### src/sv/cesm_pkg.sv
`default_nettype none
package cesm_pkg;

  // counts of per-bus statistics
  localparam int NTOT  = 7;
  localparam int NWIN  = 6;
  localparam int NPEAK = 4;

  // divider widths
  localparam int DIV_W   = 48;
  localparam int DIV_BPS = 4;

  // last error codes
  localparam logic [2:0] LEC_STUFF = 3'd1;
  localparam logic [2:0] LEC_FORM  = 3'd2;
  localparam logic [2:0] LEC_ACK   = 3'd3;
  localparam logic [2:0] LEC_BIT1  = 3'd4;
  localparam logic [2:0] LEC_BIT0  = 3'd5;
  localparam logic [2:0] LEC_CRC   = 3'd6;

  // record identifiers
  localparam logic [4:0] ID_PERR      = 5'd0;
  localparam logic [4:0] ID_ERR_DELTA = 5'd7;
  localparam logic [4:0] ID_RX_DELTA  = 5'd8;
  localparam logic [4:0] ID_TX_DELTA  = 5'd9;
  localparam logic [4:0] ID_LOG_DELTA = 5'd10;
  localparam logic [4:0] ID_AVG0      = 5'd11;
  localparam logic [4:0] ID_PEAK0     = 5'd17;
  localparam logic [4:0] ID_LAST      = 5'd20;

  // one slot of the history ring
  typedef struct packed {
    logic [7:0]  cel_d;
    logic [31:0] err_d;
    logic [31:0] rx_d;
    logic [31:0] tx_d;
    logic [7:0]  tec;
    logic [6:0]  rec;
  } ring_word_t;

  localparam int RING_W = $bits(ring_word_t);

endpackage
`default_nettype wire

### src/sv/cesm_div.sv
`default_nettype none
module cesm_div #(
  parameter int VW = 9
) (
  input  wire logic                      clk,
  input  wire logic                      rst,
  input  wire logic                      start,
  input  wire logic [cesm_pkg::DIV_W-1:0] dividend,
  input  wire logic [VW-1:0]             divisor,
  output logic [cesm_pkg::DIV_W-1:0]     quotient,
  output logic                           done
);

  localparam int STEPS = cesm_pkg::DIV_W / cesm_pkg::DIV_BPS;
  localparam int CW    = $clog2(STEPS + 1);

  logic [VW-1:0]                rem;
  logic [VW-1:0]                dv;
  logic [CW-1:0]                cnt;
  logic                         busy;
  logic [VW-1:0]                rem_next;
  logic [cesm_pkg::DIV_W-1:0]   quo_next;

  // four restoring steps per cycle
  always_comb begin
    logic [VW:0]                t;
    logic [VW-1:0]              r;
    logic [cesm_pkg::DIV_W-1:0] q;
    r = rem;
    q = quotient;
    for (int k = 0; k < cesm_pkg::DIV_BPS; k++) begin
      t = {r, q[cesm_pkg::DIV_W-1]};
      q = {q[cesm_pkg::DIV_W-2:0], 1'b0};
      if (t >= {1'b0, dv}) begin
        t = t - {1'b0, dv};
        q[0] = 1'b1;
      end
      r = t[VW-1:0];
    end
    rem_next = r;
    quo_next = q;
  end

  // step sequencer
  always_ff @(posedge clk) begin
    if (rst) begin
      busy <= 1'b0;
      done <= 1'b0;
      cnt  <= '0;
    end else begin
      done <= 1'b0;
      if (start) begin
        busy     <= 1'b1;
        cnt      <= CW'(STEPS);
        rem      <= '0;
        dv       <= divisor;
        quotient <= dividend;
      end else if (busy) begin
        rem      <= rem_next;
        quotient <= quo_next;
        cnt      <= cnt - 1'b1;
        if (cnt == CW'(1)) begin
          busy <= 1'b0;
          done <= 1'b1;
        end
      end
    end
  end

endmodule
`default_nettype wire

### config.mk
export PLATFORM = sky130hd
export DESIGN_NAME = cesm_div
export DESIGN_NICKNAME = d
export VERILOG_FILES = /design/src/sv/cesm_pkg.sv /design/src/sv/cesm_div.sv
export SDC_FILE = /design/constraint.sdc
export NUM_CORES = 1
export LEC_CHECK = 0
export ABC_CLOCK_PERIOD_IN_PS = 18900
export BUFFER_PORTS_ARGS = -buffer_cell sky130_fd_sc_hd__buf_2
export CELL_PAD_IN_SITES_DETAIL_PLACEMENT = 0
export CELL_PAD_IN_SITES_GLOBAL_PLACEMENT = 1
export CORE_MARGIN = 4
export CORE_UTILIZATION = 47
export CTS_CLUSTER_DIAMETER = 100
export DETAILED_ROUTE_END_ITERATION = 8
export PLACE_DENSITY = 0.95
export SYNTH_ARGS = -nofsm -noshare
export SYNTH_HDL_FRONTEND = slang
export SYNTH_SLANG_ARGS = --single-unit
### constraint.sdc
create_clock -name clk -period 18.9 [get_ports clk]
set_input_delay 2.835 -clock clk [delete_from_list [all_inputs] [get_ports clk]]
set_output_delay 2.835 -clock clk [all_outputs]
set_load 0.01 [all_outputs]
### Word level (Yosys, flattened, before mapping)

Cells that the tools add are included.

* register bits: 72
* input port bits: 60
* output and inout port bits: 49
* logic and storage cells: 41

* add/sub/neg operators: 5
* $lt $le $gt $ge: 4
* eq/ne operators: 1
* multiplexer cells: 17
* bitwise logic cells: 2
* reduce and logical (&&, ||, !) cells: 5

Operator list (number)
* 2-to-1 mux 48 bit: 2
* 2-to-1 mux 9 bit: 5
* greater-or-equal comparator 10 x 9 -> 1 bit: 4
* subtractor 9 bit: 4
* 2-to-1 mux 1 bit: 8
* 2-to-1 mux 4 bit: 2
* == test 4 x 1 -> 1 bit, second input constant: 1
* AND reduction 2 bit: 2
* subtractor 4 x 1 -> 4 bit, second input constant: 1
* OR reduction 3 bit: 1
* NOT 1 bit: 2
* nonzero test 2 bit: 1
* OR reduction 2 bit: 1

### Longest topological paths before layout

* depth after elaboration: 10
* depth in mapped cells: 38
* gate-level depth less buffers: 34

### Least setup slack after synthesis

Ideal clock, no wire load.

* path type: register to register
* from: register quotient[47] (netlist bit)
* to: register rem[1] (data pin)
* setup time: 266 ps
* arrival time: 7383 ps
* slack: 11251 ps
* cell stages (with the launch flop): 38
* path buffers: 4
* period minus slack after synthesis: 7649 ps
* cells stage by stage: edfxtp_1 > inv_1 > ha_1 > inv_1 > fa_1 > a21oi_1 > a211oi_2 > or3_1 > buf_6 > mux2_2 > fa_1 > nand2b_1 > a21oi_1 > o211ai_1 > o2111ai_4 > or2_1 > buf_6 > o21ai_0 > [2 not listed] > a21oi_1 > nor2b_1 > nor3_1 > o21a_1 > and3_1 > buf_4 > mux2i_1 > fa_1 > a21o_1 > a21oi_1 > o22ai_1 > nor2_1 > o21ai_0 > a21o_1 > a211oi_2 > buf_6 > mux2i_1 > nor2_1

* cells in the longest elaborated chain, start to end: 9
* elaborated cells between the ends (all ways): 13

RTL lines
* start: declaration: RTL line cesm_div.sv:10 `output logic [cesm_pkg::DIV_W-1:0] quotient,`
* start signal: assignment: RTL line cesm_div.sv:57 `quotient <= dividend;`
* start signal: assignment: RTL line cesm_div.sv:60 `quotient <= quo_next;`
* subtractor 9 bit or greater-or-equal comparator 10 x 9 -> 1 bit (tied branches): RTL line cesm_div.sv:35, cesm_div.sv:34
* 2-to-1 mux 9 bit *: RTL line cesm_div.sv:34 `if (t >= {1'b0, dv}) begin`
* subtractor 9 bit or greater-or-equal comparator 10 x 9 -> 1 bit (tied branches): RTL line cesm_div.sv:35, cesm_div.sv:34
* 2-to-1 mux 9 bit *: RTL line cesm_div.sv:34
* subtractor 9 bit or greater-or-equal comparator 10 x 9 -> 1 bit (tied branches): RTL line cesm_div.sv:35, cesm_div.sv:34
* 2-to-1 mux 9 bit *: RTL line cesm_div.sv:34
* greater-or-equal comparator 10 x 9 -> 1 bit or subtractor 9 bit (tied branches): RTL line cesm_div.sv:34, cesm_div.sv:35
* 2-to-1 mux 9 bit *: RTL line cesm_div.sv:34
* 2-to-1 mux 9 bit *: RTL line cesm_div.sv:58 `end else if (busy) begin`
* end signal: assignment: RTL line cesm_div.sv:59 `rem <= rem_next;`
* end: declaration: RTL line cesm_div.sv:17 `logic [VW-1:0] rem;`

Every way passes the cells marked *; elsewhere a longest branch is shown, timed or not. The select of a mux whose other input is x is not followed.
A chain may end at the register's enable or synchronous reset.

### Worst setup path in the final report

* from: register quotient[47] (netlist bit)
* to: register rem[8] (data pin)

* cells in the longest elaborated chain, start to end: 9
* elaborated cells between the ends (all ways): 13

RTL lines (RTL line)
* subtractor 9 bit or greater-or-equal comparator 10 x 9 -> 1 bit (tied branches): cesm_div.sv:35, cesm_div.sv:34
* 2-to-1 mux 9 bit *: cesm_div.sv:34
* subtractor 9 bit or greater-or-equal comparator 10 x 9 -> 1 bit (tied branches): cesm_div.sv:35, cesm_div.sv:34
* 2-to-1 mux 9 bit *: cesm_div.sv:34
* subtractor 9 bit or greater-or-equal comparator 10 x 9 -> 1 bit (tied branches): cesm_div.sv:35, cesm_div.sv:34
* 2-to-1 mux 9 bit *: cesm_div.sv:34
* subtractor 9 bit or greater-or-equal comparator 10 x 9 -> 1 bit (tied branches): cesm_div.sv:35, cesm_div.sv:34
* 2-to-1 mux 9 bit *: cesm_div.sv:34
* 2-to-1 mux 9 bit *: cesm_div.sv:58

Marked as above.

==> summary.txt <==
Worst setup path
  – CP max-delay cell: a211oi_2
  – Worst path required time: 18970 ps
  – R2R cell count: 32
  – Critical Path End Type: flop
  – Worst Path Max Fanout: 11
  – Crit path kind: reg2reg
  – CP Launch Type: flop
  – Crit path DAT: 9450 ps
  – CP max stage delay: 810 ps

CTS
  – CTS tree: built
  – CTS max path bufs: 2
  – H-tree levels: 3
  – # hold bufs at CTS: 0
  – Worst-skew pair later-pin latency: 350 ps
  – Clock root buffer: clkbuf_8
  – Clock-pin slew on the worst setup and hold paths: 70 ps
  – Cts bufs inserted: 9
  – Setup Fix Bufs, Post-CTS: 0
  – Post_cts resized: 0
  – Clock sinks: 72

Floorplan
  – Chip height: 109.3 um
  – Die ar.: 11940 um^2
  – Core ar.: 9864 um^2
  – Initial core utilization: 48.86%
  – Die Wd: 109.3 um
  – Num rows: 36
  – IO Count: 109

Placed design
  – Placed Cells: 640
  – Dpl hpwl: 9203 um
  – Port bufs: 108
  – Routability cong.: 1.002

Route
  – Via/cell ratio: 5.524
  – Total number of vias: 3624
  – Final wirelength: 12060 um
  – Antenna viol nets, final: 0
  – Wire per inst: 18.38 um
  – Detailed-route DRC error count: 0
  – DRT Pass-1 Iters: 4
  – Initial drt markers: 217

STA
  – Pins Over Slew Limit: 0
  – RSZ-0062 raised after global routing: no
  – Setup TNS Final: 0 ps
  – Min Tclk post-route: 9380 ps
  – Max frequency: 0.1066 GHz
  – Final Hold Viols: 0
  – Worst Tran Pin Value: 1035 ps
  – Max-slew headroom at the worst pin: 30.86%
  – Setup Viol. Count Final: 0
  – Fin crit share: 49.63%
  – Clock skew: 5.473 ps

GRT
  – Antenna violations before repair: 0
  – Vias in the first global route: 3783
  – Largest net degree at the start of global routing: 66
  – First-pass GRT wire length: 19060 um
  – GRT overflow: 0
  – Tot GR Track Use: 20.95%

Synth
  – Yosys top cell by area: edfxtp_1
  – Sequential-to-total area share from yosys stat: 43.61%
  – Synth cell count leaders: edfxtp_1, mux2_2, ha_1, nor2_1, inv_1
  – Net count after synthesis: 510
  – Top_reg_cell synth: edfxtp_1
  – Seq cells post-synth: 72
  – Most common cell in the netlist: edfxtp_1
  – Cell Area, Synth: 4820 um^2
  – Async SR Flop Fraction: 0%
  – Synth Instances: 408
  – Ranking of synthesized cells by area: edfxtp_1, mux2_2, ha_1
  – Mapped Avg Cell Area: 11.81 um^2
  – Area fraction of the dominant cell type after synthesis: 41.12%
  – Synth warn: 0
  – Post-synth EDFFs: 66
  – Synth unique cells: 55

Finish
  – # diodes: 0
  – Layout cell share with drive strength beyond 1: 37.67%
  – Layout Cells excl Fill: 656
  – Layout area overhead: 17.60%
  – NumNets Final: 620

Hold path
  – Hold WC Path Type: reg2reg
  – Hold path cells: 2

Status
  – Status: finished clean

Flow run
  – Max-cap violations: 0
path summary, 6_finish.rpt:
| check | from | endpoint | slack [ps] |
|---|---|---|---|
| setup / recovery | quotient[47] | rem[8] | 9520 |
| hold / removal | cnt[1] | cnt[1] | 510 |
| setup reg to reg | quotient[47] | rem[8] | 9520 |
| hold reg to reg | cnt[1] | cnt[1] | 510 |
kinds of logic (layout without fill, tap and decap cells):
group                      after synthesis  count (layout)  share of synthesized area, %
and+or+nand+nor                         83              83                         8.827
AOI/OAI and AO/OA                       76              76                         11.32
muxes                                   72              72                         16.56
DFF                                     72              72                         43.61
adders and majority gates               42              42                         11.53
buffers and inverters                   37             152                         3.427
xor gates and xnor gates                26              26                         4.725
registers in the layout, summed over array words and instances (netlist names):
signal,flops
busy,1
cnt,4
rem,9
quotient,48
done,1
dv,9
per-stage QoR:
step / worst slack (ps) / util (%) / hold WS, ps / instance area, um^2
4_1_cts: 9602 / 57.46 / 505.3 / 5668
2_1_floorplan: 11250 / - / 468.3 / 4820
3_3_place_gp: 9942 / 55.57 / 483.5 / 5482
5_1_grt: 9000 / 57.46 / 530.0 / 5668
3_5_place_dp: 9663 / 55.57 / 486.1 / 5482
6_report: 9520 / 57.46 / 511.1 / 5668
cell type report:
cell class | count | area [um^2]
clock buffers | 9 | 123.9
clock inverters | 7 | 62.56
fillers | 828 | 4197
inverters | 26 | 97.59
multi-input cells | 299 | 2560
flip-flops and latches | 72 | 2102
well taps | 133 | 166.4
repair buffers | 110 | 555.5
critical path, delay by kind of cell, from the launching register on:
kind	cells	cell delay (ps)
AO/OA/AOI/OAI	13	3190
AND/OR/NAND/NOR	8	2120
adder cells (fa/ha/maj)	5	1740
multiplexers	4	1450
flip-flops	1	420
buffers and inverters	2	200
layer usage:
metal / global-route usage, % / routed length (um)
met1: 25.92 / 4927
met5: 0 / 0
met3: 5.743 / 939
met4: 8.459 / 299
met2: 34.65 / 5892
cell usage in the layout (no fill, tap or decap), types with 9 or more instances in the layout:
cell and n:
a21o_1 9, a21oi_1 22, buf_2 108, clkbuf_8 9, edfxtp_1 66, ha_1 38, inv_1 26, mux2_2 58
mux2i_1 13, nand2_1 11, nor2_1 31, nor3_1 11, o21ai_0 13, xnor2_1 15, xor2_1 11
Power is left out: the tool's default activity adds up to more than one toggle a clock period on the data nets, which glitch-free logic cannot reach.
