File: src/sv/cesm_ram.sv
`default_nettype none
module cesm_ram #(
  parameter int W     = 8,
  parameter int DEPTH = 16
) (
  input  wire logic                                   clk,
  input  wire logic                                   we,
  input  wire logic [(DEPTH > 1 ? $clog2(DEPTH) : 1)-1:0] waddr,
  input  wire logic [W-1:0]                           wdata,
  input  wire logic [(DEPTH > 1 ? $clog2(DEPTH) : 1)-1:0] raddr,
  output logic [W-1:0]                                rdata
);

  logic [W-1:0] mem [DEPTH];

  // single write port, registered read
  always_ff @(posedge clk) begin
    if (we) begin
      mem[waddr] <= wdata;
    end
    rdata <= mem[raddr];
  end

endmodule
`default_nettype wire

File: config.mk
export PLATFORM = sky130hd
export DESIGN_NAME = cesm_ram
export DESIGN_NICKNAME = d
export VERILOG_FILES = /design/src/sv/cesm_ram.sv
export SDC_FILE = /design/constraint.sdc
export NUM_CORES = 1
export LEC_CHECK = 0
export BUFFER_PORTS_ARGS = -buffer_cell sky130_fd_sc_hd__buf_2
export CAP_MARGIN = 20
export CORE_ASPECT_RATIO = 2
export CORE_UTILIZATION = 60
export DETAILED_ROUTE_END_ITERATION = 16
export PLACE_DENSITY = 0.84
export SYNTH_ARGS = -nofsm -noshare
export SYNTH_HDL_FRONTEND = slang
export SYNTH_SLANG_ARGS = --single-unit
File: constraint.sdc
create_clock -name clk -period 2.25 [get_ports clk]
set_input_delay 0.225 -clock clk [delete_from_list [all_inputs] [get_ports clk]]
set_output_delay 0.225 -clock clk [all_outputs]
set_load 0.05 [all_outputs]
==> Word level (Yosys, flattened, before mapping) <==
Memory sizes are Yosys's and may differ from the RTL's. A register that Yosys moved wholly into a read port is not among the register bits.
Cells that the tools add are included.
{ "word_totals": {"ramBits": 128, "latch_bits": 0, "in_bits": 18, "elab_cells": 3, "memories": 1, "rom_bits": 0, "register_bits": 0} }
{ "classes": {"n_lt_le_gt_ge": 0, "eq_ne": 0, "mux": 2, "reduce_logical": 0, "div_mod_pow": 0, "multipliers": 0, "addsub": 0, "shift": 0, "bitwise_logic": 0} }
{ "memory_table": {"columns": ["memory", "words", "width", "rd", "rd_ports_with_merged_regs", "wr", "line", "text"], "rows": [
  ["mem", 16, 8, 1, 1, 1, "14", "logic [W-1:0] mem [DEPTH];"]
]} }
{ "op_table": {"columns": ["op", "count"], "rows": [
  ["1-bit 2-to-1 mux", 2]
]} }

==> Logic depth before layout (Yosys ltp) <==
Gate-level depths: netlist of the first run.
{ "depth": {"depth_word": 2, "ltp_mapped": 5, "depth_no_buf": 3} }

==> Worst setup path before layout of the first run <==
Ideal clock, no wire load.
{ "synth_timing": {"path_kind": "input to register", "from": "in waddr[2] (netlist bit)", "to": "mem mem[0][0] (enable)", "arrival_time_ps": 1335, "setup_ps": 383, "slack_ps": 532, "t_required_ps": 1867, "path_stages": 2, "path_cell_list": "or3b_2 -> nor3_1"} }
{ "synth_rtl": {"columns": ["item", "line", "text"], "rows": [
  ["from (decl)", "8", "input wire logic [(DEPTH > 1 ? $clog2(DEPTH) : 1)-1:0] waddr,"],
  ["to (decl)", "14", null]
]} }
Straight into the memory's write port.

==> impl_metrics.tcl, run 1 <==
set metrics [dict create \
    numCtsBuffers 17 \
    cts_max_level 4 \
    syn_nets 247 \
    timing.clock.skew_ns 0.009261 \
    critPathArrivalTime_ns 1.70 \
    ctsHoldBuffers 0 \
    met1_global_route_usage 0.2966 \
    yosysWarningCount 0 \
    avgViaCountPerCell 6.289 \
    die_width_um 67.50 \
    final.setup.tns_ns 0 \
    final_net_count 301 \
    netlist-cell-type-count 19 \
    fp.coreArea_um2 8292 \
    syn_to_final_growth_pct 17.55 \
    vias 2478 \
    synth.yosys.seq_area_share 0.7778 \
    design.die.area_um2 8976 \
    grt_usage 0.2581 \
    fill_cells 449 \
    synth-seq-cells 136 \
    finalHoldViolCount 0 \
    via_count_of_the_first_global_routing_pass 2696 \
    clk_pin_slew_ns 0.06 \
    grt_start_max_net_pins 33 \
    worstSetupEndpointType "register" \
    syn-mean-instance-area_um2 22.48 \
    fin_crit_ns 1.415 \
    worst_path_max_delay_cell "sky130_fd_sc_hd__mux4_1" \
    worst_path_largest_cell_delay_ns 0.53 \
    powerDensity_nw_per_um2 953.8 \
    clk-insertion-delay-late_ns 0.41 \
    crit-reg2reg-launch "mem[1][2]" \
    cp_data_required_time_ns 2.54 \
    post_cts_resize_count 0 \
    stdcell_count 394 \
    leakagePower_nw 2.084 \
    setup_viol_count_final 0 \
    cts_tree "yes" \
    top_usage_layer "met2" \
    dpl.hpwl_um 6327 \
    run_status "complete, no violations" \
    detail_route.first_pass.iterations 4 \
    fin_hold_ws_ns 0.1933 \
    route.detailed.drc 0 \
    routed_wirelength_um 9691 \
    root_buffer "sky130_fd_sc_hd__clkbuf_16" \
    global_route.usage.met3 0.07241 \
    place.port_buffers 25 \
    vdd_ir_drop_max_mv 0.6883 \
    cts_setup_buffers 0 \
    crit_fanout 1 \
    grt_pass1_wl_um 15130 \
    drt-wirelength-per-cell_um 24.60 \
    drv_cap 0 \
    synth_cell_area_um2 5147 \
    detail_route.iter0.violations 160 \
    period_share 0.6287 \
    min-delay-start "wdata[5]" \
    post_detailed_route_count_of_antenna_violating_nets 0 \
    grt_setup_unrepaired "no" \
    synthesis.instances 229 \
    antenna_found_initial 0 \
    initial_cell_density_of_the_core 0.6208 \
    startpoint_class_of_the_critical_path "register" \
    gp_congestion 0.7860 \
    path_cells "mux4_1, a22oi_1, nand2_1" \
    worst-slew-pin-transition_ns 0.7414 \
    gr-total-overflow 0 \
    worstPathBufferInverterCount 0 \
    fmax_ghz 0.7069 \
    critical_path_class "register to register" \
    clock_tree_buf_depth 2 \
    worstSetupStartpoint "mem[1][2]" \
    worstHoldPathType "input pin to register" \
    cpLargestDelayFamily "multiplexers" \
    antenna_cells 0 \
    final-max-slew-violation-count 0 \
    placedCellCount 362 \
    clock_sink_count 136 \
    top_level_ports 26 \
    post_route_cells_drive_above_1_share 0.3074 \
    die_height_um 133.0 \
    max_slew_margin 0.5039 \
    fp-row-count 47 \
    met2_usage 0.4285 \
]
area by class of cell:
| class | instances | area, um^2 | share of cell area |
|---|---|---|---|
| clock inverters | 9 | 98.84 | 0.01634 |
| flip-flops and latches | 136 | 4004 | 0.6617 |
| multi-input cells | 83 | 1057 | 0.1747 |
| clock buffers | 23 | 467.9 | 0.07734 |
| well taps | 98 | 122.6 | 0.02026 |
| repair buffers | 45 | 300.3 | 0.04963 |
path summary, 6_finish.rpt:
kind,to,cells after the start,slack (ns)
min,mem[13][5],1,0.19
min reg2reg,rdata[1],3,0.66
max,rdata[2],3,0.84
max reg2reg,rdata[2],3,0.84
where the power goes:
group | total, W | switching [W] | internal, W | leakage (nW)
clock | 0.00261 | 0.000932 | 0.00168 | 0.274
combinational | 0.000315 | 0.000201 | 0.000114 | 0.586
sequential | 0.00285 | 0.0000154 | 0.00283 | 1.22
cell usage after synthesis:
cell,instances,area [um^2]
sky130_fd_sc_hd__mux4_1,14,367.9
sky130_fd_sc_hd__buf_2,3,15.01
sky130_fd_sc_hd__nand3_1,1,5.000
sky130_fd_sc_hd__and2b_1,1,7.510
sky130_fd_sc_hd__a22oi_1,16,120.1
sky130_fd_sc_hd__buf_4,1,7.510
sky130_fd_sc_hd__edfxtp_1,128,3844
sky130_fd_sc_hd__dfxtp_1,8,160.2
sky130_fd_sc_hd__or3b_2,1,8.760
sky130_fd_sc_hd__nand2_1,9,33.78
sky130_fd_sc_hd__nor3_1,4,20.02
sky130_fd_sc_hd__nor2_1,13,48.80
sky130_fd_sc_hd__nand2b_1,2,12.51
sky130_fd_sc_hd__mux4_2,18,405.4
sky130_fd_sc_hd__and2_1,1,6.260
sky130_fd_sc_hd__nand3b_1,2,15.01
sky130_fd_sc_hd__clkdlybuf4s25_2,3,30.03
sky130_fd_sc_hd__nor2b_1,1,6.260
sky130_fd_sc_hd__buf_6,3,33.78
worst reg2reg max path, delay by kind of cell (launching register included):
family	cells	cell delay (ns)
muxes	1	0.53
DFF	1	0.37
and+or+nand+nor	1	0.10
AOI/OAI and AO/OA	1	0.30
cells by family after synthesis:
family,synth area share
AND/OR/NAND/NOR,0.03184
multiplexers,0.1502
AO/OA/AOI/OAI,0.02334
buffers and inverters,0.01677
flip-flops,0.7778
metal layers:
layer	wire length, um	vias up
li1	-	1080
met1	3334	1251
met2	5455	120
met3	531	27
met4	369	0
met5	0	-
cell usage in the layout, fill, tap and decap left out, types with 2 or more instances in the layout:
master / count
sky130_fd_sc_hd__edfxtp_1: 128
sky130_fd_sc_hd__buf_2: 25
sky130_fd_sc_hd__mux4_2: 18
sky130_fd_sc_hd__buf_4: 18
sky130_fd_sc_hd__clkbuf_16: 17
sky130_fd_sc_hd__a22oi_1: 16
sky130_fd_sc_hd__mux4_1: 14
sky130_fd_sc_hd__nor2_1: 13
sky130_fd_sc_hd__nand2_1: 9
sky130_fd_sc_hd__dfxtp_1: 8
sky130_fd_sc_hd__nor3_1: 4
sky130_fd_sc_hd__clkbuf_1: 4
sky130_fd_sc_hd__clkinv_2: 4
sky130_fd_sc_hd__nand3b_1: 2
sky130_fd_sc_hd__nand2b_1: 2
sky130_fd_sc_hd__clkbuf_8: 2
sky130_fd_sc_hd__clkinvlp_4: 2
sky130_fd_sc_hd__bufinv_16: 2
sky130_fd_sc_hd__buf_12: 2
registers in the layout, indices dropped and copies added, names as in the netlist:
register and flops:
mem 128, rdata 8
through the flow:
step / worst slack [ns] / utilization / total power, W / instance area (um^2)
2_1_floorplan: 0.5321 / - / 0.003100 / 5147
3_3_place_gp: 0.6354 / 0.6614 / 0.003202 / 5484
3_5_place_dp: 0.5169 / 0.6614 / 0.003217 / 5484
4_1_cts: 0.8302 / 0.7297 / 0.005811 / 6051
5_1_grt: 0.7969 / 0.7297 / 0.005935 / 6051
6_report: 0.8354 / 0.7297 / 0.005771 / 6051
Power figures use the tool's default switching activity.
==> run 2, diff against run 1 <==
clock period = 1.4 ns   (was 2.25 ns; I/O delays follow)
==> impl_metrics.tcl, run 2 (synthesized netlist as in run 1, its figures left out) <==
set metrics [dict create \
    run_status "complete, no violations" \
    gr-total-overflow 0 \
    crit_fanout 1 \
    avgViaCountPerCell 6.372 \
    layout_common_cells "128 x sky130_fd_sc_hd__edfxtp_1, 25 x sky130_fd_sc_hd__buf_2, 24 x sky130_fd_sc_hd__buf_4" \
    cts_tree "yes" \
    drv_cap 0 \
    gp_congestion 0.8283 \
    detail_route.iter0.violations 261 \
    initial_cell_density_of_the_core 0.6208 \
    register_bank_with_the_most_flops "mem" \
    via_count_of_the_first_global_routing_pass 2771 \
    power_switching_share 0.2084 \
    worstSetupStartpoint "mem[4][0]" \
    worst-slew-pin-transition_ns 0.4315 \
    die_height_um 133.0 \
    drt-wirelength-per-cell_um 25.94 \
    grt_pass1_wl_um 15820 \
    critPathArrivalTime_ns 1.65 \
    flip_flop_count_of_the_largest_register_all_copies_and_words_added 128 \
    grt_setup_unrepaired "no" \
    post_detailed_route_count_of_antenna_violating_nets 0 \
    antenna_found_initial 0 \
    fp-row-count 47 \
    post_route_cells_drive_above_1_share 0.3465 \
    total_cell_area_at_the_placement_stage_um2 5554 \
    clk-insertion-delay-late_ns 0.41 \
    ff2ff_path_depth 3 \
    mostFrequentLayoutCell "sky130_fd_sc_hd__edfxtp_1" \
    final_net_count 308 \
    clock_sink_count 136 \
    design.die.area_um2 8976 \
    final_setup_margin_ns 0.03701 \
    hold_depth 1 \
    antenna_cells 0 \
    internal_power_w 0.007509 \
    root_buffer "sky130_fd_sc_hd__clkbuf_16" \
    setup_viol_count_final 0 \
    syn_to_final_growth_pct 19.69 \
    critical_path_class "register to register" \
    worst_setup_path_endpoint "rdata[0]" \
    die_width_um 67.50 \
    clk_pin_slew_ns 0.06 \
    top_level_ports 26 \
    vdd_ir_drop_max_mv 1.427 \
    period_share 0.9736 \
    worstHoldPathType "input pin to register" \
    place.port_buffers 25 \
    numCtsBuffers 17 \
    fmax_ghz 0.7337 \
    fill_cells 446 \
    timing.clock.skew_ns 0.009445 \
    final-max-slew-violation-count 0 \
    total_non_filler_cell_area_in_the_finished_layout_um2 6161 \
    crit-reg2reg-launch "mem[4][0]" \
    finalHoldViolCount 0 \
    fin_crit_ns 1.363 \
    power.share.sequential 0.483 \
    startpoint_class_of_the_critical_path "register" \
    detailedPlace.worstSlack_ns -0.1263 \
    vias 2555 \
    clock_power_share 0.460 \
    fp.coreArea_um2 8292 \
    crit-reg2reg-capture "rdata[0]" \
    leakagePower_nw 2.132 \
    routed_wirelength_um 10400 \
    clock_tree_buf_depth 2 \
    net-switching-power_w 0.001976 \
    cts_max_level 4 \
    detail_route.first_pass.iterations 4 \
    worstSetupEndpointType "register" \
    power.combinational.fraction 0.057 \
    powerDensity_nw_per_um2 1540 \
    setup_slack_of_the_worst_register_to_register_path_ns 0.04 \
    reg_top3 "mem x128, rdata x8" \
    dpl.hpwl_um 6338 \
    route.detailed.drc 0 \
    grt_start_max_net_pins 33 \
    max_slew_margin 0.7123 \
    grt_usage 0.2707 \
    cp_data_required_time_ns 1.69 \
    ctsHoldBuffers 0 \
]
## run 2: cell types whose count changed in the layout (fill, tap and decap cells not counted), sizes merged
cell / before / now
clkinv: 5 / 4
buf: 45 / 52
clkbuf: 23 / 21
inv: 0 / 1
clkinvlp: 2 / 4
## run 2: worst min path at each step
| stage | startpoint | slack (ns) | end |
|---|---|---|---|
| 2_1_floorplan | wdata[0] | 0.24 | mem[0][0] |
| 3_3_place_gp | wdata[5] | 0.50 | mem[4][5] |
| 3_5_place_dp | wdata[5] | 0.52 | mem[4][5] |
| 4_1_cts | wdata[5] | 0.09 | mem[6][5] |
| 5_1_grt | wdata[5] | 0.1 | mem[7][5] |
| 6_report | wdata[5] | 0.10 | mem[4][5] |
## run 2: stage by stage
step | setup TNS (ns) | util | std cells | hold slack, ns | power [W]
2_1_floorplan | -0.1473 | - | 229 | 0.2389 | 0.004983
3_3_place_gp | -0.4020 | 0.6698 | 369 | 0.5034 | 0.005166
3_5_place_dp | -0.7271 | 0.6698 | 369 | 0.5240 | 0.005191
4_1_cts | 0 | 0.7418 | 401 | 0.09190 | 0.009521
5_1_grt | 0 | 0.7430 | 401 | 0.09723 | 0.009716
6_report | 0 | 0.7430 | 401 | 0.1023 | 0.009485
## run 2: layer usage
metal	global-route usage	wire, um	part of all wire
met3	0.07759	599	0.058
met2	0.4323	5795	0.56
met5	0	0	0
met1	0.3257	3693	0.36
met4	0.1395	312	0.030
## run 2: critical path, cell delays in order, from the launching register on
cell and delay (ns):
sky130_fd_sc_hd__edfxtp_1 0.40, sky130_fd_sc_hd__mux4_1 0.57, sky130_fd_sc_hd__a22oi_1 0.18, sky130_fd_sc_hd__nand2_1 0.09
## run 2: repair_timing
action	in CTS	in global routing
endpoints found under the setup margin	1	1
gates resized for setup	1	2
cloned	0	0
setup buffers	0	0
## run 2: layout make-up
cell class	count	area (um^2)	area share
tap	98	122.6	0.01990
clock inverter	11	121.4	0.01970
multi-input combinational	83	1077	0.1749
sequential	136	4004	0.6499
timing repair buffer	52	365.4	0.05930
clock buffer	21	470.5	0.07636
## run 2: power groups by stage
stage	Sequential [W]	Clock, W	Combinational (W)
3_3_place_gp	0.00466	0	0.000508
2_1_floorplan	0.00475	0	0.000231
5_1_grt	0.00459	0.00455	0.000573
6_report	0.00458	0.00437	0.000536
4_1_cts	0.00458	0.00440	0.000538
3_5_place_dp	0.00467	0	0.000526
